[src/hdl/jhmi_ram.sv]
`default_nettype none
module jhmi_ram #(
    parameter int WIDTH = 17,
    parameter int DEPTH = 256
) (
    input  wire                     i_clk,
    input  wire                     i_we,
    input  wire [$clog2(DEPTH)-1:0] i_waddr,
    input  wire [WIDTH-1:0]         i_wdata,
    input  wire                     i_re,
    input  wire [$clog2(DEPTH)-1:0] i_raddr,
    output logic [WIDTH-1:0]        o_rdata
);

    logic [WIDTH-1:0] r_mem [DEPTH];

    always_ff @(posedge i_clk) begin
        if (i_we) begin
            r_mem[i_waddr] <= i_wdata;
        end
        if (i_re) begin
            o_rdata <= r_mem[i_raddr];
        end
    end

endmodule
`default_nettype wire

[config.mk]
export PLATFORM = sky130hd
export DESIGN_NAME = jhmi_ram
export DESIGN_NICKNAME = d
export VERILOG_FILES = /design/src/hdl/jhmi_ram.sv
export SDC_FILE = /design/constraint.sdc
export NUM_CORES = 2
export LEC_CHECK = 0
export BUFFER_PORTS_ARGS = -buffer_cell sky130_fd_sc_hd__buf_4
export CORE_ASPECT_RATIO = 0.8
export CORE_MARGIN = 2
export CORE_UTILIZATION = 30
export CTS_CLUSTER_SIZE = 28
export DETAILED_ROUTE_END_ITERATION = 16
export PLACE_DENSITY = 0.46
export SETUP_SLACK_MARGIN = 0.15
export SLEW_MARGIN = 10
export SYNTH_ARGS = -nofsm -noshare
export SYNTH_HDL_FRONTEND = slang
export SYNTH_MEMORY_MAX_BITS = 65536
export SYNTH_SLANG_ARGS = --single-unit
[constraint.sdc]
create_clock -name i_clk -period 4.1 [get_ports i_clk]
set_input_delay 1.025 -clock i_clk [delete_from_list [all_inputs] [get_ports i_clk]]
set_output_delay 1.025 -clock i_clk [all_outputs]
set_load 0.02 [all_outputs]
[Yosys cells after proc, flatten, opt, wreduce, memory -nomap -nowiden]
Memory sizes are Yosys's and may differ from the RTL's. A register that Yosys moved wholly into a read port is not among the register bits.
Cells that the tools add are included.
Word-level totals
  memories kept: 1
  logic and storage cells: 3
  input port bits: 36
  RAM bits: 4352
  register bits: 0
Operators by class
  muxes and demuxes: 2
Memory list
  r_mem: depth 256, bits a word 17, read ports 1, clocked after memory_dff 1, write ports 1, RTL line 15  | logic [WIDTH-1:0] r_mem [DEPTH];
Operators with widths (number)
  $mux W1: 2

[Longest topological paths before layout]
  word-level depth: 2
  gate-level depth with buffers: 13
  gate-level depth less buffers: 7

[Least setup slack after synthesis]
Ideal clock, no wire load.
  path kind: input port to flip-flop
  from: input i_raddr[0]
  to: register o_rdata[13], read port of r_mem (data pin)
  setup time: 0.256 ns
  data required time: 3.844 ns
  stages: 9
  data arrival time: 3.077 ns
  path slack: 0.767 ns
  cells stage by stage: buf_6 buf_12 buf_12 buf_2 mux4_2 mux4_2 a22oi_1 nand3_1 and4_1
RTL lines
  start: declaration: RTL line 11  | input wire [$clog2(DEPTH)-1:0] i_raddr,
  end: declaration: RTL line 12  | output logic [WIDTH-1:0] o_rdata

==> impl_metrics.ini <==
[power]
ir_drop_mv = 0.3518
p_per_area_mw_per_mm2 = 476.4
power_leakage_uw = 0.06408

[sta]
fin_crit_sh_pct = 94.57
min_period_ps = 3877
drv_slew = 0
maxSlewHeadroom_pct = 12.04
hold_viol_final = 0
rsz0062_at_grt = no
fmax_mhz = 257.9
finalClockSkew_ps = 77.91
worst_slew_pin_slew_ps = 1309
finalSetupViolations = 0
fin_setup_tns_ps = 0

[placement]
place_hpwl_um = 333400
numPortBuffers = 52
place.gp.congestion = 0.8751
placed_area_mm2 = 0.1865

[floorplanning]
die-width_um = 845.3
rows = 247
die_h_um = 677.1
start_util_pct = 30.07
ios = 53
coreArea_mm2 = 0.5649
dieArea_mm2 = 0.5723

[drt]
drcViolationCount = 0
viasPerCell = 5.165
drt_wl_total_um = 525400
dr_total_vias = 86512
drtPass1Iterations = 6
final_antenna_net_count = 0
routedWlPerCell_um = 31.37
drt_iter0_markers = 11036

[worst_setup_path]
arrival_ps = 4770
worstPathRequired_ps = 4990
critPathCaptureType = flip-flop
crit_type = input port to flip-flop
start_kind = input port
critPathMaxFanout = 20

[cells_and_area]
syn2layout_area_growth_pct = 18.39
multiInputGateArea_mm2 = 0.03570
register_area_mm2 = 0.1312
final_nets = 8925
layout-drive-gt1-share_pct = 31.45
final_cell_mix = 4,369 x edfxtp_1, 942 x buf_4, 897 x mux4_2
mostFrequentLayoutCell = edfxtp_1
fillers = 52103
design_area_mm2 = 0.2011

[synth]
ys_types = 73
synthArstFlopShare_pct = 0
synth_seq_cells = 4369
avgSynthCellArea_um2 = 21.79
postSynthCellCount = 7797
yosysWarningCount = 0
synth_edf_count = 4369
synthesis.nets = 7833
synth_ff_type = edfxtp_1
syn_area_mm2 = 0.1699
ys_seq_area_share_pct = 77.23

[flow_run]
drv_cap = 0

[outcome]
status = complete, no violations

[clock_tree]
ctsHtreeMaxLevel = 5
cts-hold-fix-buffers = 0
cts_max_path_buffers = 4
cts-root-buf = clkbuf_16
cts_buffers = 450
cts_tree = yes
cts.sinks = 4369
post_cts_buffers = 0
post_cts_resized = 0
path_clk_slew_ps = 60
clk_latency_ps = 1030

[global_route]
grt_pass1_wl_um = 719200
grt_overflow_total = 0
antenna_found_initial = 63
grt_pass1_vias = 86146
grt_util_all_layers_pct = 17.77
grt_max_degree = 132

[min_path]
hold_class = input port to flip-flop
-- metal layers --
metal | track usage (%) | vias to the layer above | routed length (um)
met5 | 0 | - | 67
met4 | 3.379 | 6 | 10210
met3 | 3.048 | 614 | 38460
met2 | 26.75 | 3308 | 233700
met1 | 27.19 | 47298 | 243000
li1 | - | 35286 | -
-- cell type report --
| cell class | instances | share of cell area [%] |
|---|---|---|
| diodes | 11 | 0.01369 |
| clock buffers | 545 | 5.797 |
| clock inverters | 287 | 1.444 |
| inverters | 5 | 0.01617 |
| multi-input cells | 2957 | 17.75 |
| flip-flops and latches | 4369 | 65.23 |
| well taps | 7470 | 4.647 |
| repair buffers | 1106 | 5.101 |
-- registers in the layout, summed over array words and instances (netlist names) --
signal	cells
r_mem	4352
o_rdata	17
-- logic make-up (layout without fill, tap and decap cells) --
group                  after synthesis  count (layout)  synth area share, %
flip-flops                        4369            4369                77.23
multiplexers                      1472            1472                15.74
AND/OR/NAND/NOR                    836             836                2.188
AO/OA/AOI/OAI                      649             649                2.702
buffers and inverters              471            1943                2.143
other                                0              11                    0
-- synth_stat cells (16+ instances only) --
cell type / instances / area share, %
mux4_1: 46 / 0.71
mux2_2: 20 / 0.13
mux4_2: 897 / 12
a21oi_1: 108 / 0.32
o22ai_1: 186 / 0.68
edfxtp_1: 4369 / 77
o21ai_0: 42 / 0.12
buf_4: 37 / 0.16
nand3_1: 65 / 0.19
buf_2: 95 / 0.28
mux2i_1: 509 / 3.0
nor2_1: 333 / 0.74
a211oi_1: 16 / 0.071
buf_8: 30 / 0.27
a22oi_1: 33 / 0.15
nand2_1: 216 / 0.48
nor3_1: 109 / 0.32
buf_6: 57 / 0.38
nand4_1: 21 / 0.077
clkbuf_1: 150 / 0.33
buf_12: 44 / 0.52
o221ai_1: 134 / 0.69
buf_1: 38 / 0.084
-- worst paths after layout --
| check | start | endpoint | slack, ps | cells after the start |
|---|---|---|---|---|
| hold / removal | i_wdata[15] | r_mem[250][15] | 350 | 1 |
| setup reg to reg | r_mem[203][2] | o_rdata[2] | 790 | 10 |
| setup / recovery | i_raddr[0] | o_rdata[16] | 220 | 10 |
| hold reg to reg | r_mem[8][15] | o_rdata[15] | 1240 | 6 |
-- critical path: stages --
cell     delay, ps
buf_16         220
buf_12         300
buf_4          300
mux2i_1        110
o22ai_1        440
o22ai_1        280
or4_1          630
nor4_2         890
buf_4          250
and4_1         170
-- power by group --
part | internal, uW | switching, uW | total, uW
clock network | 23400 | 17600 | 40900
registers | 49300 | 84.0 | 49300
logic | 2030 | 3500 | 5530
total | 74700 | 21100 | 95800
-- metrics by stage --
step	hold slack, ps	power [uW]	instances	setup WS, ps	util (%)
3_3_place_gp	1213	55800	15907	-703.8	33.02
4_1_cts	267.6	96720	16739	416.2	35.60
5_1_grt	309.5	98550	16742	326.2	35.60
3_5_place_dp	1204	55870	15907	-701.2	33.02
2_1_floorplan	986.7	52770	7797	767.0	-
6_report	350.1	95820	16750	222.8	35.60
Note: power is estimated with default switching activity, not from simulation.
