## config.mk

```make
export PLATFORM = sky130hd
export DESIGN_NAME = jhmi_mul
export DESIGN_NICKNAME = d
export VERILOG_FILES = /design/src/hdl/jhmi_pkg.sv /design/src/hdl/jhmi_mul.sv
export SDC_FILE = /design/constraint.sdc
export NUM_CORES = 2
export LEC_CHECK = 0
export ABC_AREA = 1
export BUFFER_PORTS_ARGS = -buffer_cell sky130_fd_sc_hd__buf_2
export CAP_MARGIN = 20
export CORE_AREA = 8 8 285 287
export CTS_CLUSTER_DIAMETER = 200
export DETAILED_ROUTE_END_ITERATION = 10
export DIE_AREA = 0 0 293 295
export PLACE_DENSITY = 0.78
export SETUP_SLACK_MARGIN = 0.4
export SLEW_MARGIN = 10
export SYNTH_ARGS = -nofsm -noshare
export SYNTH_HDL_FRONTEND = slang
export SYNTH_SLANG_ARGS = --single-unit
```

## constraint.sdc

```tcl
create_clock -name i_clk -period 7.15 [get_ports i_clk]
set_input_delay 1.0725 -clock i_clk [delete_from_list [all_inputs] [get_ports i_clk]]
set_output_delay 1.0725 -clock i_clk [all_outputs]
set_load 0.03 [all_outputs]
```

## src/hdl/jhmi_pkg.sv

```systemverilog
`default_nettype none
package jhmi_pkg;

    localparam int MAX_BINS    = 16;
    localparam int BIN_W       = 4;
    localparam int CELLS       = MAX_BINS * MAX_BINS;
    localparam int CELL_AW     = 8;
    localparam int CNT_W       = 17;
    localparam int MAX_SAMPLES = 65536;
    localparam int CFG_W       = 5;
    localparam int LOG_W       = 37;
    localparam int SUM_W       = 58;
    localparam int MI_W        = 26;
    localparam int IDX_W       = 9;

    localparam logic [IDX_W-1:0] IDX_LAST = 9'd288;
    localparam logic [3:0]       GRP_ROW  = 4'd0;
    localparam logic [3:0]       GRP_COL  = 4'd1;
    localparam logic [63:0]      LN2_Q64  = 64'hB17217F7D1CF79AB;
    localparam logic [MI_W-1:0]  MI_MAX   = '1;

    typedef enum logic [3:0] {
        S_IDLE,
        S_ACC_WR,
        S_W_INIT,
        S_W_FETCH,
        S_W_LOAD,
        S_L_MUL,
        S_L_CHK,
        S_P_LO,
        S_P_HI,
        S_P_ADD,
        S_W_NEXT,
        S_FIN,
        S_DIV,
        S_LN_ISS,
        S_LN_ACC,
        S_ROUND
    } t_state;

    typedef struct packed {
        logic        busy;
        logic        done;
    } t_div_stat;

    // position of the leading one
    function automatic logic [4:0] msb_pos(input logic [CNT_W-1:0] v);
        logic [4:0] p;
        p = '0;
        for (int i = 0; i < CNT_W; i++) begin
            if (v[i]) begin
                p = 5'(i);
            end
        end
        return p;
    endfunction

endpackage
`default_nettype wire

```

## src/hdl/jhmi_mul.sv

```systemverilog
`default_nettype none
module jhmi_mul
    import jhmi_pkg::*;
(
    input  wire         i_clk,
    input  wire         i_en,
    input  wire  [31:0] i_a,
    input  wire  [31:0] i_b,
    output logic [63:0] o_p
);

    always_ff @(posedge i_clk) begin
        if (i_en) begin
            o_p <= 64'(i_a) * 64'(i_b);
        end
    end

endmodule
`default_nettype wire

```

**After elaboration in Yosys (flattened, before gate mapping)**

Index checks and enable logic that the tools add are counted.

- Add/sub/neg operators: 0
- Multipliers: 1
- Div/mod/pow operators: 0
- Magnitude comparators: 0
- Equal/unequal tests: 0
- Shift-type cells: 0
- Mux-type cells: 0
- Bitwise gates (word level): 0
- Reductions and logical operators: 0

Operators by type and width:

| cell | count |
|---|---|
| $mul A32 B32 Y64 | 1 |

- Flip-flop bits (word level): 64
- Latch bits: 0
- RAM bits: 0
- ROM bits: 0
- Bits of input ports: 66
- Output and inout port bits: 64
- Logic and storage cells: 2
- Memories kept: 0

**Logic depth before layout (Yosys ltp)**

- Depth in word-level cells: 1
- Mapped depth: 30
- Depth with buffers taken out: 29

**Least setup slack after synthesis**

OpenSTA, ideal clock, no wires.

- Kind: input -> register
- Start point: in i_a[25]
- End point: reg o_p[60], data pin
- Library setup time: 0.252 ns
- Data arrival time: 6.775 ns
- Setup slack: 0.123 ns
- Cell stages on the path: 26
- Buffers on the path: 1
- Cells stage by stage: clkbuf_1 > nand2_1 > fa_1 > inv_1 > fa_1 > inv_1 > fa_1 > inv_1 > fa_1 > fa_1 > fa_1 > fa_1 > inv_1 > fa_1 > inv_1 > ha_1 > nand2_1 > nand2_1 > a21oi_1 > nand2_1 > nand2_1 > nand2_1 > a21oi_1 > nand2_1 > nand2_1 > nand2_1

- Word-level cells in the longest chain between the ends: 1

RTL lines:

| element | line | text |
|---|---|---|
| start, declared | jhmi_mul.sv:7 | `input wire [31:0] i_a,` |
| $mul A32 B32 Y64 | jhmi_mul.sv:14 | `o_p <= 64'(i_a) * 64'(i_b);` |
| end signal, assigned | jhmi_mul.sv:14 |  |
| end, declared | jhmi_mul.sv:9 | `output logic [63:0] o_p` |

No other way between the ends.
A chain may end at the register's enable or synchronous reset.

**Final worst setup path**

- Start point: in i_a[12]
- End point: reg o_p[60], data pin

Same word-level chain as after synthesis.

==> results.sh <==
export IMPL_cp_max_fo=5
export IMPL_synth_top_area_share=0.472
export IMPL_htreeDepth=3
export IMPL_synth_most_common_cell="inv_1"
export IMPL_netlist_area_um2=38000
export IMPL_cts_hold_buffers=0
export IMPL_initial_core_util=0.496
export IMPL_startpoint="i_a[12]"
export IMPL_worst_slack_ns=0.126
export IMPL_timing_fmax_ghz=0.142
export IMPL_grt_usage=0.256
export IMPL_top_register="o_p"
export IMPL_core_um2=76700
export IMPL_drv_slew=0
export IMPL_clk_path_buf_depth=2
export IMPL_worst_setup_path_start_kind="input pin"
export IMPL_max_slew_margin_rel=0.369
export IMPL_grt_setup_unrepaired="true"
export IMPL_hold_start="i_a[0]"
export IMPL_drt_pre_antenna_iters=7
export IMPL_cts_num_sinks=64
export IMPL_grt_ovfl_total=0
export IMPL_crit_required_ns=7.25
export IMPL_final_hold_viol_count=0
export IMPL_final_util=0.607
export IMPL_maxCapViolCount=0
export IMPL_synth_seq_cells=64
export IMPL_synth_cells=5023
export IMPL_grt_start_max_net_pins=65
export IMPL_clockRootBuffer="clkbuf_16"
export IMPL_arrival_ns=7.13
export IMPL_critPathCapture="o_p[60]"
export IMPL_route_detailed_wl_per_inst_um=17.7
export IMPL_hpwl_mm=91.4
export IMPL_period_minus_slack_ns=7.02
export IMPL_end_kind="flop"
export IMPL_setup_viol=0
export IMPL_largest_reg_flops=64
export IMPL_rows=102
export IMPL_ios=130
export IMPL_tritoncts="done"
export IMPL_wirelength_mm=114
export IMPL_synth_warnings=0
export IMPL_synth_async_reset_ratio=0
export IMPL_synth_common_cells="1723 x inv_1, 1566 x nand2_1, 896 x fa_1, 263 x ha_1, 192 x clkbuf_1"
export IMPL_hold_class="input pin to flop"
export IMPL_area_growth_pct=22.5
export IMPL_io_buffers=129
export IMPL_fillCellCount=6101
export IMPL_antenna_found_initial=1
export IMPL_synth_top_area_cell="fa_1"
export IMPL_grt_first_pass_wirelength_mm=178
export IMPL_setup_tns_ns=0
export IMPL_dieWidth_um=293
export IMPL_fin_crit_sh=0.982
export IMPL_drtIter0Drc=2408
export IMPL_crit_type="input pin to flop"
export IMPL_synth_edf_count=64
export IMPL_fin_nets=6610
export IMPL_tightest_slew_ns=0.946
export IMPL_ys_top_cells_by_area="fa_1 47%, inv_1 17%, nand2_1 15%"
export IMPL_viasPerCell=5.06
export IMPL_ys_flop_type="edfxtp_1"
export IMPL_final_layout_size_suffix_gt1_frac=0.202
export IMPL_die_area_um2=86400
export IMPL_numCtsBuffers=9
export IMPL_gp_congestion=0.952
export IMPL_route_detailed_drc=0
export IMPL_ant_nets=0
export IMPL_holdWs_ns=1.50
export IMPL_clkTransAtPathRegs_ns=0.07
export IMPL_yosysSeqAreaShare=0.0505
export IMPL_synth_nets=6248
export IMPL_grt_pass1_vias=34800
export IMPL_place_ws_ns=-0.637
export IMPL_die_h_um=295
export IMPL_vias=32600
export IMPL_outcome="finished, final reports clean"
export IMPL_syn_area_per_cell_um2=7.57
export IMPL_synth_cell_type_count=23
export IMPL_largestRegisters="o_p: 64 flops"
## cell usage in the layout (no fill, tap or decap), drive strengths merged
| cell type | n |
|---|---|
| nor3 | 18 |
| clkbuf | 16 |
| nand4 | 16 |
| xor2 | 33 |
| nor2 | 101 |
| buf | 535 |
| o21bai | 12 |
| edfxtp | 64 |
| xnor2 | 2 |
| bufbuf | 1 |
| a21oi | 43 |
| inv | 1737 |
| nand3 | 65 |
| bufinv | 2 |
| clkinv | 2 |
| clkinvlp | 1 |
| ha | 263 |
| fa | 896 |
| diode | 2 |
| nand2 | 1581 |
| o21ai | 2 |
## stage by stage
step / instance area (µm²) / std cells
CTS: 44900 / 6397
floorplan: 38300 / 5023
global route: 46600 / 6431
global placement: 42400 / 6346
finish: 46600 / 6432
detailed placement: 42400 / 6346
## worst max-delay path, stage by stage
cell and delay (ns):
buf_16 0.13, buf_12 0.13, buf_16 0.13, nand2_4 0.06
inv_2 0.04, fa_1 0.50, fa_1 0.55, inv_2 0.04
fa_1 0.48, fa_1 0.54, inv_2 0.04, fa_2 0.56
fa_1 0.42, fa_1 0.51, fa_2 0.52, ha_4 0.36
nand2_4 0.10, nor2_4 0.10, inv_2 0.07, nor3_1 0.27
nand2_1 0.13, nand2_2 0.13, nand2_1 0.08, nand3_1 0.09
nand2_1 0.05
## kinds of logic after synthesis
family | count (synthesis) | share of synthesized area
buffers and inverters | 1927 | 0.190
and+or+nand+nor | 1781 | 0.185
adders and majority gates | 1159 | 0.558
DFF | 64 | 0.0505
AOI/OAI and AO/OA | 57 | 0.00839
xor gates and xnor gates | 35 | 0.00806
## worst min path at each step
stage	slack, ns	end	depth (start not counted)
floorplan	1.19	o_p[0]	0
global placement	1.55	o_p[17]	1
detailed placement	1.55	o_p[17]	1
CTS	1.44	o_p[0]	4
global route	1.51	o_p[0]	4
finish	1.50	o_p[0]	4
## final cells by class
cell class                 instances  area, µm²  area share
multi-input combinational       3032      31000       0.666
inverter                        1735       6520       0.140
timing repair buffer             543       5480       0.118
sequential                        64       1920      0.0412
tap                             1040       1300      0.0279
clock buffer                       9        225     0.00483
clock inverter                     7        103     0.00220
antenna                            2       5.00    0.000107
## repair_timing
action,4_1_cts,5_1_grt
buffers inserted,29,26
gates cloned,6,7
hold endpoints to repair,0,0
setup endpoints to repair,48,49
gates resized for setup,455,364
pin swaps,205,259
## layer usage
layer	track usage	vias up	wire, µm
li1	-	14400	-
met1	0.316	16100	41200
met2	0.447	1655	56400
met3	0.0394	439	9920
met4	0.108	0	6010
met5	0	-	0
Power is left out: the tool's default activity adds up to more than one toggle a clock period on the data nets, which glitch-free logic cannot reach.
