==> src/hdl/jhmi_pkg.sv <==
`default_nettype none
package jhmi_pkg;

    localparam int MAX_BINS    = 16;
    localparam int BIN_W       = 4;
    localparam int CELLS       = MAX_BINS * MAX_BINS;
    localparam int CELL_AW     = 8;
    localparam int CNT_W       = 17;
    localparam int MAX_SAMPLES = 65536;
    localparam int CFG_W       = 5;
    localparam int LOG_W       = 37;
    localparam int SUM_W       = 58;
    localparam int MI_W        = 26;
    localparam int IDX_W       = 9;

    localparam logic [IDX_W-1:0] IDX_LAST = 9'd288;
    localparam logic [3:0]       GRP_ROW  = 4'd0;
    localparam logic [3:0]       GRP_COL  = 4'd1;
    localparam logic [63:0]      LN2_Q64  = 64'hB17217F7D1CF79AB;
    localparam logic [MI_W-1:0]  MI_MAX   = '1;

    typedef enum logic [3:0] {
        S_IDLE,
        S_ACC_WR,
        S_W_INIT,
        S_W_FETCH,
        S_W_LOAD,
        S_L_MUL,
        S_L_CHK,
        S_P_LO,
        S_P_HI,
        S_P_ADD,
        S_W_NEXT,
        S_FIN,
        S_DIV,
        S_LN_ISS,
        S_LN_ACC,
        S_ROUND
    } t_state;

    typedef struct packed {
        logic        busy;
        logic        done;
    } t_div_stat;

    // position of the leading one
    function automatic logic [4:0] msb_pos(input logic [CNT_W-1:0] v);
        logic [4:0] p;
        p = '0;
        for (int i = 0; i < CNT_W; i++) begin
            if (v[i]) begin
                p = 5'(i);
            end
        end
        return p;
    endfunction

endpackage
`default_nettype wire

==> src/hdl/jhmi_div.sv <==
`default_nettype none
module jhmi_div
    import jhmi_pkg::*;
(
    input  wire              i_clk,
    input  wire              i_rst_n,
    input  wire              i_start,
    input  wire  [SUM_W-1:0] i_dividend,
    input  wire  [CNT_W-1:0] i_divisor,
    output t_div_stat        o_stat,
    output logic [SUM_W-1:0] o_quot
);

    logic [CNT_W-1:0] r_rem;
    logic [CNT_W-1:0] r_dvs;
    logic [5:0]       r_cnt;
    logic             r_busy;
    logic             r_done;
    logic [CNT_W:0]   trial;
    logic             qbit;

    // restoring, one quotient bit a cycle
    always_comb begin
        trial = {r_rem, o_quot[SUM_W-1]};
        qbit  = (trial >= {1'b0, r_dvs});
    end

    always_ff @(posedge i_clk) begin
        if (!i_rst_n) begin
            r_busy <= 1'b0;
            r_done <= 1'b0;
        end else begin
            r_done <= 1'b0;
            if (i_start) begin
                r_busy <= 1'b1;
                r_cnt  <= '0;
                r_rem  <= '0;
                r_dvs  <= i_divisor;
                o_quot <= i_dividend;
            end else if (r_busy) begin
                r_rem  <= qbit ? CNT_W'(trial - {1'b0, r_dvs}) : trial[CNT_W-1:0];
                o_quot <= {o_quot[SUM_W-2:0], qbit};
                r_cnt  <= r_cnt + 6'd1;
                if (r_cnt == 6'(SUM_W - 1)) begin
                    r_busy <= 1'b0;
                    r_done <= 1'b1;
                end
            end
        end
    end

    assign o_stat.busy = r_busy;
    assign o_stat.done = r_done;

endmodule
`default_nettype wire

==> config.mk <==
export PLATFORM = sky130hd
export DESIGN_NAME = jhmi_div
export DESIGN_NICKNAME = d
export VERILOG_FILES = /design/src/hdl/jhmi_pkg.sv /design/src/hdl/jhmi_div.sv
export SDC_FILE = /design/constraint.sdc
export NUM_CORES = 1
export LEC_CHECK = 0
export ABC_CLOCK_PERIOD_IN_PS = 6500
export BUFFER_PORTS_ARGS = -buffer_cell sky130_fd_sc_hd__buf_2
export CAP_MARGIN = 20
export CORE_MARGIN = 4
export CORE_UTILIZATION = 45
export CTS_CLUSTER_SIZE = 28
export DETAILED_ROUTE_END_ITERATION = 6
export GPL_TIMING_DRIVEN = 0
export PLACE_DENSITY = 0.79
export SYNTH_ARGS = -nofsm -noshare
export SYNTH_HDL_FRONTEND = slang
export SYNTH_SLANG_ARGS = --single-unit
==> constraint.sdc <==
create_clock -name i_clk -period 6.5 [get_ports i_clk]
set_input_delay 1.3 -clock i_clk [delete_from_list [all_inputs] [get_ports i_clk]]
set_output_delay 1.3 -clock i_clk [all_outputs]
set_load 0.005 [all_outputs]
# Word-level counts from Yosys, hierarchy flattened
# Index checks and enable logic that the tools add are counted.
dict set report classes {
  order_cmp 1
  muxes 9
  reduce_logical 4
  n_addsub 2
  n_eq_ne 1
  bitwise_logic 2
}
# op n
set op_table {}
lappend op_table {{$mux 58} 2}
lappend op_table {{$mux 17} 2}
lappend op_table {{$ge 18x17->1} 1}
lappend op_table {{$sub 17x17->17} 1}
lappend op_table {{$add 6x1->6 const B} 1}
lappend op_table {{$eq 6x6->1 const B} 1}
lappend op_table {{$mux 6} 1}
lappend op_table {{$mux 1} 4}
lappend op_table {{$reduce_and 2->1} 2}
lappend op_table {{$reduce_or 3->1} 1}
lappend op_table {{$not 1->1} 2}
lappend op_table {{$reduce_bool 2->1} 1}
dict set report totals {
  out_inout_bits 60
  ff_bits 100
  wordCells 25
  inputBits 78
}

# Depth between registers and ports, before layout
# Gate-level depths: netlist of run 1.
dict set report depth {
  word_depth 4
  depth_mapped 12
  mapped_depth_nobuf 10
}

# Least setup slack after synthesis of run 1
# No wires, ideal clock.
dict set report synth_path {
  kind {input to register}
  from {in i_start}
  to {reg o_quot[0] (enable)}
  setup_time_ns 0.446
  path_slack_ns 2.560
  arrival_time_ns 3.494
  path_buffers 1
  path_stages 2
  cell_sequence {clkbuf_1 o21a_1}
}
dict set report synth_between {
  elab_chain_len 2
}
# element line
set synth_rtl {}
lappend synth_rtl {{from (decl)} jhmi_div.sv:7} ;# input wire i_start,
lappend synth_rtl {{$reduce_bool 2->1 (no source line)} -}
lappend synth_rtl {{$reduce_and 2->1 (no source line)} -}
lappend synth_rtl {{to (signal assigned)} jhmi_div.sv:39} ;# o_quot <= i_dividend;
lappend synth_rtl {{to (signal assigned)} jhmi_div.sv:42} ;# o_quot <= {o_quot[SUM_W-2:0], qbit};
lappend synth_rtl {{to (decl)} jhmi_div.sv:11} ;# output logic [SUM_W-1:0] o_quot
# Every way passes these cells.
# A chain may end at the register's enable or synchronous reset.

# Worst setup path after layout of run 1
dict set report layout_path {
  from {reg o_quot[57]}
  to {reg r_rem[7] (data pin)}
}
dict set report layout_between {
  elab_chain_len 3
  elab_cells_between_ends 4
  cone_classes {add/sub: 1; order compare: 1; mux: 2}
}
# element line
set layout_rtl {}
lappend layout_rtl {{$sub 17x17->17 or $ge 18x17->1 (tied branches)} {jhmi_div.sv:41, jhmi_div.sv:25}}
lappend layout_rtl {{$mux 17 *} jhmi_div.sv:41} ;# r_rem <= qbit ? CNT_W'(trial - {1'b0, r_dvs}) : trial[CNT_W-1:0];
lappend layout_rtl {{$mux 17 *} jhmi_div.sv:40} ;# end else if (r_busy) begin
lappend layout_rtl {{to (signal assigned)} jhmi_div.sv:41}
lappend layout_rtl {{to (decl)} jhmi_div.sv:14} ;# logic [CNT_W-1:0] r_rem;
# Mark *: on every way between the ends. The rest lies on a longest branch, timed or not. The select of a mux whose other input is x is not followed.

==> results of run 1 <==
kinds of logic after synthesis:
| kind of cell | Yosys count | share of synthesized area |
|---|---|---|
| DFF | 100 | 0.588 |
| AOI/OAI and AO/OA | 75 | 0.102 |
| and+or+nand+nor | 70 | 0.0693 |
| muxes | 59 | 0.131 |
| buffers and inverters | 39 | 0.0340 |
| adders and majority gates | 20 | 0.0508 |
| xor gates and xnor gates | 15 | 0.0259 |
per-stage QoR:
stage | instances | utilization | setup WS, ns | area (um^2)
3_3_place_gp | 655 | 0.543 | 1.45 | 5940
3_5_place_dp | 656 | 0.546 | 3.25 | 5970
2_1_floorplan | 378 | - | 2.56 | 5080
5_1_grt | 672 | 0.573 | 3.37 | 6270
6_report | 672 | 0.573 | 3.58 | 6270
4_1_cts | 672 | 0.573 | 3.59 | 6270
registers in the layout (all words and copies together) (netlist names):
name	cells
r_busy	1
r_done	1
r_rem	17
r_dvs	17
o_quot	58
r_cnt	6
critical path, delay by kind of cell (launching register included):
family	cells	cell delay (ns)
AOI/OAI and AO/OA	5	1.26
adders and majority gates	2	0.59
buffers and inverters	3	0.42
DFF	1	0.40
and+or+nand+nor	1	0.08
layer usage:
metal,vias up,track usage,wire length (um)
li1,1716,-,-
met1,1667,0.204,4400
met2,114,0.283,5450
met3,18,0.0634,951
met4,0,0.0800,250
met5,-,0,0
report_power, final:
part / leakage, nW / switching, mW / internal (mW) / total [mW]
logic: 1.45 / 0.174 / 0.152 / 0.326
registers: 0.953 / 0.0231 / 0.771 / 0.794
clock network: 0.142 / 0.232 / 0.298 / 0.530
cell usage in the layout, fill, tap and decap left out, types with 8 or more instances in the layout:
cell	n
mux2_2	58
edfxtp_1	98
nor2_1	16
buf_2	137
clkbuf_1	8
a21oi_1	32
ha_1	19
clkbuf_16	9
nand2_1	28
o21ai_0	9
inv_1	22
xnor2_1	8
area by class of cell:
class / count / area share
repair buffers: 138 / 0.114
multi-input cells: 239 / 0.308
flip-flops and latches: 100 / 0.476
clock buffers: 10 / 0.0365
clock inverters: 6 / 0.0104
well taps: 140 / 0.0280
inverters: 22 / 0.0132
plain buffers: 17 / 0.0144
worst max path at each step:
| stage | start | endpoint | slack (ns) | cells after the start |
|---|---|---|---|---|
| 6_report | o_quot[57]$_DFFE_PP_ | r_rem[7]$_SDFFCE_PP0P_ | 3.58 | 11 |
| 5_1_grt | o_quot[57]$_DFFE_PP_ | r_rem[10]$_SDFFCE_PP0P_ | 3.37 | 11 |
| 4_1_cts | o_quot[57]$_DFFE_PP_ | r_rem[12]$_SDFFCE_PP0P_ | 3.59 | 11 |
| 3_5_place_dp | i_start | r_cnt[3]$_SDFFCE_PP0P_ | 3.25 | 5 |
| 3_3_place_gp | i_start | r_busy$_SDFF_PN0_ | 1.45 | 4 |
| 2_1_floorplan | i_start | o_quot[0]$_DFFE_PP_ | 2.56 | 2 |
==> reports/results.ini, run 1 <==
[clock_tree]
clk_path_buf_depth = 2
hold_buffers = 0
clkLatencyLatePin_ns = 0.35
clk_pin_slew_ns = 0.07
cts_sinks = 100
root_buffer = clkbuf_16
ctsResizeCount = 0
postCtsSetupRepairBufs = 0
h-tree-depth = 3
cts_tree = yes
cts_buffers = 9

[synthesis]
ys_ff_latch = 100
yosys.area.top_type = edfxtp_1
yosys-top-cells-count = edfxtp_1, mux2_2, a21oi_1, nand2_1, inv_1
synth_top_area_frac = 0.580
yosysMostFrequentCell = edfxtp_1
synth_ff_type = edfxtp_1
synthTopCellsByArea = edfxtp_1, mux2_2, ha_1
ys_async_sr_fraction = 0
synth_area_per_cell_um2 = 13.4
synth_area_um2 = 5080
syn-num-nets = 476
yosysUniqueCellTypes = 53
synth_edf_count = 98
synth_cells = 378
synth_seq_area_share = 0.588
ys.warnings.count = 0

[floorplan]
die_h_um = 114
pin_count = 138
start_util = 0.464
core_area_um2 = 10900
die_x_um = 114
dieArea_um2 = 13000
rows = 38

[timing]
worst_pin_slew_ns = 0.890
finalSetupViolCount = 0
rsz0062_at_grt = no
hold_slack_ns = 0.515
maxSlewViolCount = 0
skew_ns = 0.00843
max_freq_ghz = 0.343
finalCriticalPeriod_ns = 2.92
max_slew_margin = 0.407
fin_setup_tns_ns = 0
fin_crit_sh = 0.449
hold_violations = 0

[worst_setup_path]
ff2ff_setup_slack_ns = 3.58
worstPathArrival_ns = 3.11
timing.rr.end = r_rem[7]$_SDFFCE_PP0P_
slowest_stage = a221oi_2
critPathMaxStageDelay_ns = 0.52
worst-endpoint-required_ns = 6.69
start_kind = flop
worst_setup_path_end_kind = flop
crit_chain = inv_1 > ha_1 > inv_1 > fa_1 > a21oi_1 > o211ai_1 > o21bai_1 > a221oi_2 > buf_4 > nand2_1 > a21oi_1
reg2reg_depth = 11
path_max_fanout = 10
critPathKind = flop to flop
regToRegStartpoint = o_quot[57]$_DFFE_PP_

[detailed_routing]
first_pass_iters = 4
avgRoutedWirePerCell_um = 16.4
drcViolationCount = 0
wl_um = 11100
vias_per_cell = 5.23
drtIter0Drc = 119
final_antenna_net_count = 0
vias = 3515

[global_routing]
grt_pass1_vias = 3696
grt_usage = 0.173
antenna_found_initial = 0
gr-total-overflow = 0
grt_max_degree = 50
grt_pass1_wl_um = 17800

[hold_path]
worst_hold_path.num_cells = 2
hp-start = r_busy$_SDFF_PN0_
worstHoldPathType = flop to flop
holdPathEnd = r_done$_SDFF_PP0_

[power_and_ir_drop]
p_leak_nw = 2.54
powerDensity_nw_per_um2 = 263
worst_ir_drop_vdd_mv = 0.164
power_mw = 1.65

[cells_and_area]
multiInputGateArea_um2 = 1930
drive_gt1_frac = 0.432
area_growth_pct = 23.4
ff_latch_area_um2 = 2980
layout.nets = 625
nFillCells = 932
diodes = 0

[status]
status = finished clean

[place]
port-buffer-count = 137
place_hpwl_um = 8050
gp_congestion = 0.851

[flow_run]
cap_violations = 0

No activity file was read; power rests on OpenSTA's default activity.
==> run 2: changes to the inputs <==
Settings changed: ABC_AREA set to 1, ABC_CLOCK_PERIOD_IN_PS 6500 to 2400, PLACE_DENSITY 0.79 to 0.81.
Clock period 6.5 ns to 2.4 ns, I/O delays scaled along.
==> run 2 against run 1 <==
Net effect:
- non-clock buffer count up 4
- critical endpoint is now r_rem[5]$_SDFFCE_PP0P_
- hold slack got worse by 0.20 ns
- fmax increased by 31%
- setup slack got worse by 3.4 ns
- largest cell class unchanged
- highest routed layer unchanged
- combinational power increased to 2.8 times the previous value
==> reports/results.ini, run 2 <==
[detailed_routing]
wl_um = 12900
avgRoutedWirePerCell_um = 14.2
vias = 4434
drcViolationCount = 0
vias_per_cell = 4.88
first_pass_iters = 4
drtIter0Drc = 237
final_antenna_net_count = 0

[power_and_ir_drop]
worst_ir_drop_vdd_mv = 0.482
p_leak_nw = 3.26
p_sw_frac = 0.282
powerDensity_nw_per_um2 = 688
p_clk_frac = 0.325
p_int_mw = 3.27
power_mw = 4.56
p_switching_mw = 1.28
seqPwrFrac = 0.472
combPwrFrac = 0.202

[worst_setup_path]
critPathBufInv = 3
regToRegStartpoint = o_quot[57]$_DFFE_PP_
worst_setup_path_end_kind = flop
crit_top_cell = inv_1
path_max_fanout = 10
crit_chain = inv_1 > ha_1 > inv_1 > fa_2 > nand3_1 > nand3_2 > nand2_2 > nand2_4 > buf_12 > o21ai_1 > nor2_1
critPathKind = flop to flop
ff2ff_setup_slack_ns = 0.17
timing.rr.end = r_rem[5]$_SDFFCE_PP0P_
slowest_stage = edfxtp_1
start_kind = flop
worst-endpoint-required_ns = 2.50
reg2reg_depth = 11
cp_top_family = adder cells
worstPathArrival_ns = 2.33
critPathMaxStageDelay_ns = 0.42

[clock_tree]
cts_sinks = 100
clkLatencyLatePin_ns = 0.34
cts_buffers = 9
hold_buffers = 0
cts_tree = yes
postCtsSetupRepairBufs = 0
clk_pin_slew_ns = 0.07
h-tree-depth = 3
root_buffer = clkbuf_16
clk_path_buf_depth = 2
ctsResizeCount = 0

[timing]
hold_violations = 0
fin_ws_ns = 0.166
rsz0062_at_grt = no
skew_ns = 0.00767
fin_crit_sh = 0.931
hold_slack_ns = 0.314
max_freq_ghz = 0.448
finalCriticalPeriod_ns = 2.23
maxSlewViolCount = 0
max_slew_margin = 0.478
worst_pin_slew_ns = 0.782
finalSetupViolCount = 0

[synthesis]
yosys-top-cells-count = nand2_1, edfxtp_1, inv_1, nor2_1, ha_1
synthTopCellsByArea = edfxtp_1, nand2_1, inv_1
synth_area_per_cell_um2 = 8.78
ys_async_sr_fraction = 0
ys_ff_latch = 100
yosysUniqueCellTypes = 36
syn-num-nets = 707
synth_area_um2 = 5350
synth_top_area_frac = 0.550
synth_edf_count = 98
yosys.area.top_type = edfxtp_1
synth_seq_area_share = 0.558
synth_ff_type = edfxtp_1
synth_cells = 609
ys.warnings.count = 0
yosysMostFrequentCell = nand2_1

[cells_and_area]
drive_gt1_frac = 0.250
nFillCells = 1017
area_growth_pct = 23.8
fin_cells = 908
largest_reg_flops = 58
layout.nets = 858
diodes = 0
final_common_cell = nand2_1
final_cell_mix = nand2_1, buf_2, edfxtp_1, inv_1, nor2_1
biggestRegsByFlops = o_quot (58), r_dvs (17), r_rem (17)
regMostFlops = o_quot

[hold_path]
worstHoldPathType = primary input to flop
hp-start = i_divisor[12]
holdPathEnd = r_dvs[12]$_DFFE_PP_
worst_hold_path.num_cells = 1

[global_routing]
grt_pass1_wl_um = 20500
grt_max_degree = 32
gr-total-overflow = 0
use_met2 = 0.327
grt.met3_usage = 0.0591
top_usage_layer = met2
globalRouteMet1Util = 0.247
antenna_found_initial = 0
grt_usage = 0.196
grt_pass1_vias = 4243

[place]
gp_congestion = 0.918
pre_cts_slack_ns = 0.143
port-buffer-count = 137
place_hpwl_um = 9720
dp.cells = 892

[floorplan]
pin_count = 138
dieArea_um2 = 13700
rows = 39
start_util = 0.464
core_area_um2 = 11500
die_h_um = 117
die_x_um = 117

[status]
status = finished clean

[flow_run]
cap_violations = 0

[run 2: changes by cell type after synthesis, sizes merged, moves of 4 or more]
cell / delta
o21ai: +7
a21oi: -20
xnor2: -5
mux2: -58
inv: +45
nand3: +17
clkbuf: +4
o21a: -4
nor2: +47
a211oi: -5
nand2: +236
[run 2: area by class of cell]
type	instances	area, um^2	share of cell area
Timing Repair Buffer	140	761	0.115
Clock buffer	10	229	0.0346
Buffer	19	119	0.0180
Sequential cell	100	2980	0.451
Multi-Input combinational cell	422	2010	0.303
Tap cell	143	179	0.0270
Clock inverter	6	71.3	0.0108
Inverter	68	268	0.0405
[run 2: worst reg2reg max path: cells and delay by family (launching register included)]
kind / cells / cell delay (ns)
fa+ha+maj: 2 / 0.54
flops: 1 / 0.42
compound gates: 1 / 0.18
buf+inv: 3 / 0.33
simple gates: 5 / 0.51
[run 2: logic make-up after synthesis]
logic type      Yosys count  synth area share
flops                   100             0.558
buf+inv                  87            0.0693
compound gates           34            0.0363
simple gates            359             0.274
xor+xnor                  9            0.0147
fa+ha+maj                20            0.0482
[run 2: power groups by stage]
stage / logic [mW] / clock network (mW) / registers [mW]
after detailed placement: 0.920 / 0 / 2.19
after global routing: 1.04 / 1.59 / 2.17
after CTS: 0.924 / 1.51 / 2.15
after global placement: 0.879 / 0 / 2.19
after floorplan: 0.609 / 0 / 2.18
final: 0.921 / 1.48 / 2.15
[run 2: routing by layer]
layer | share of wire | up-vias
met1 | 0.42 | 2019
met2 | 0.48 | 158
li1 | - | 2246
met4 | 0.012 | 0
met3 | 0.085 | 11
met5 | 0 | -
[run 2: worst max-delay path by stage]
stage                               startpoint                      to  slack [ns]  depth (start not counted)
after floorplan                        i_start     o_quot[0]$_DFFE_PP_       -0.02                          3
after global placement                 i_start       r_busy$_SDFF_PN0_       -0.83                          6
after detailed placement  o_quot[57]$_DFFE_PP_  r_rem[5]$_SDFFCE_PP0P_        0.14                         11
after CTS                 o_quot[57]$_DFFE_PP_  r_rem[5]$_SDFFCE_PP0P_        0.11                         11
after global routing      o_quot[57]$_DFFE_PP_  r_rem[5]$_SDFFCE_PP0P_        0.04                         11
final                     o_quot[57]$_DFFE_PP_  r_rem[5]$_SDFFCE_PP0P_        0.17                         11
[run 2: per-stage QoR]
step | instance area (um^2) | setup TNS, ns | util
after floorplan | 5370 | -1.50 | -
after global placement | 6240 | -68.02 | 0.542
after detailed placement | 6310 | 0 | 0.548
after CTS | 6610 | 0 | 0.574
after global routing | 6620 | 0 | 0.575
final | 6620 | 0 | 0.575
==> run 3: changes to the inputs <==
Settings changed: CELL_PAD_IN_SITES_DETAIL_PLACEMENT set to 1, CELL_PAD_IN_SITES_GLOBAL_PLACEMENT set to 1, CORE_UTILIZATION 45 to 36, PLACE_DENSITY 0.81 to 0.86.
==> run 3 against run 2 <==
Net effect:
- via count rose by 3.8%
- sequential power barely moved
- die area increased by 23%
- combinational power increased by 5.4%
- routed wire length rose by 26%
- setup slack got worse by 0.046 ns
- clock power shrank 8%
- utilization decreased by 12 points
==> reports/results.ini, run 3 (synthesized netlist as in run 2, its figures left out) <==
[timing]
worst_pin_slew_ns = 0.818
finalCriticalPeriod_ns = 2.28
fin_ws_ns = 0.120
finalSetupViolCount = 0
max_freq_ghz = 0.439
maxSlewViolCount = 0
skew_ns = 0.00737
rsz0062_at_grt = no
hold_violations = 0
fin_crit_sh = 0.950
fin_setup_tns_ns = 0
max_slew_margin = 0.454

[clock_tree]
root_buffer = clkbuf_16
clk_pin_slew_ns = 0.07
cts_sinks = 100
h-tree-depth = 3
cts_buffers = 9
cts_tree = yes
clkLatencyLatePin_ns = 0.36
clk_path_buf_depth = 2
hold_buffers = 0

[global_routing]
antenna_found_initial = 1
grt_usage = 0.199
grt_pass1_wl_um = 25500
grt_pass1_vias = 4978
gr-total-overflow = 0
grt_max_degree = 28

[status]
status = finished clean

[detailed_routing]
final_antenna_net_count = 0
vias_per_cell = 4.85
drtIter0Drc = 156
drcViolationCount = 0
first_pass_iters = 4
avgRoutedWirePerCell_um = 17.2
vias = 4602
wl_um = 16300

[cells_and_area]
regMostFlops = o_quot
largest_reg_flops = 58
fin_cells = 949
drive_gt1_frac = 0.250
final_common_cell = nand2_1
biggestRegsByFlops = o_quot (58), r_dvs (17), r_rem (17)
layout.nets = 859
fin_util = 0.456
area_growth_pct = 23.9
final_cell_mix = nand2_1, buf_2, edfxtp_1, inv_1, nor2_1
nFillCells = 1790

[hold_path]
worstHoldPathType = primary input to flop

[worst_setup_path]
worst_setup_path_end_kind = flop
ff2ff_setup_slack_ns = 0.12
path_max_fanout = 10
critPathKind = flop to flop
worstPathArrival_ns = 2.39
start_kind = flop
worst-endpoint-required_ns = 2.51

[floorplan]
dieArea_um2 = 16900
rows = 44
die_h_um = 130
start_util = 0.368
pin_count = 138
core_area_um2 = 14500
die_x_um = 130

[power_and_ir_drop]
powerDensity_nw_per_um2 = 678
power_mw = 4.49
worst_ir_drop_vdd_mv = 0.466
p_leak_nw = 3.24

[place]
place_hpwl_um = 12400
dp.cells = 933
gp_congestion = 0.839
pre_cts_slack_ns = 0.00777
port-buffer-count = 137

[flow_run]
cap_violations = 0

-- run 3: cell count changes in the layout (fill, tap and decap cells not counted), sizes merged --
cell | previous run | this run
buf | 148 | 149
bufinv | 1 | 0
clkbuf | 21 | 20
diode | 0 | 2
inv | 69 | 68
-- run 3: repair_timing --
| action | 4_1_cts | 5_1_grt |
|---|---|---|
| buffers inserted | 1 | 0 |
| gates resized for setup | 0 | 2 |
| setup endpoints to repair | 8 | 18 |
-- run 3: critical path, cell delays in order (launching register included) --
cell and delay (ns):
edfxtp_1 0.44, inv_1 0.08, ha_1 0.18, inv_1 0.09, fa_2 0.38, nand3_1 0.13
nand3_2 0.13, nand2_2 0.10, nand2_4 0.11, buf_8 0.18, o21ai_1 0.12, nor2_1 0.07
-- run 3: area by class of cell --
class                      instances  area (um^2)  share of cell area
sequential                       100         2980               0.450
multi-input combinational        422         2010               0.303
timing repair buffer             141          761               0.115
inverter                          68          269              0.0406
tap                              184          230              0.0347
clock buffer                       9          225              0.0340
buffer                            19          119              0.0179
clock inverter                     4         27.5             0.00415
antenna                            2         5.00            0.000755
-- run 3: metrics by stage --
stage	area [um^2]	hold slack, ns
finish	6630	0.297
global route	6620	0.276
CTS	6620	0.283
detailed placement	6360	0.526
global placement	6290	0.517
floorplan	5370	0.487
-- run 3: power breakdown --
part	leakage (nW)	internal [mW]	total, mW	switching (mW)
sequential	0.959	2.09	2.16	0.0744
clock	0.128	0.691	1.36	0.670
combinational	2.15	0.365	0.971	0.605
-- run 3: routing by layer --
metal | track usage | vias up | wire (um)
li1 | - | 2241 | -
met4 | 0.0703 | 0 | 285
met3 | 0.0692 | 15 | 1170
met5 | 0 | - | 0
met1 | 0.230 | 2210 | 6600
met2 | 0.344 | 136 | 8240
-- run 3: path summary, 6_finish.rpt --
kind              cells past startpoint                  from                      to
setup / recovery                     11  o_quot[57]$_DFFE_PP_  r_rem[7]$_SDFFCE_PP0P_
hold / removal                        1         i_divisor[11]     r_dvs[11]$_DFFE_PP_
setup reg to reg                     11  o_quot[57]$_DFFE_PP_  r_rem[7]$_SDFFCE_PP0P_
hold reg to reg                       2     r_busy$_SDFF_PN0_       r_done$_SDFF_PP0_
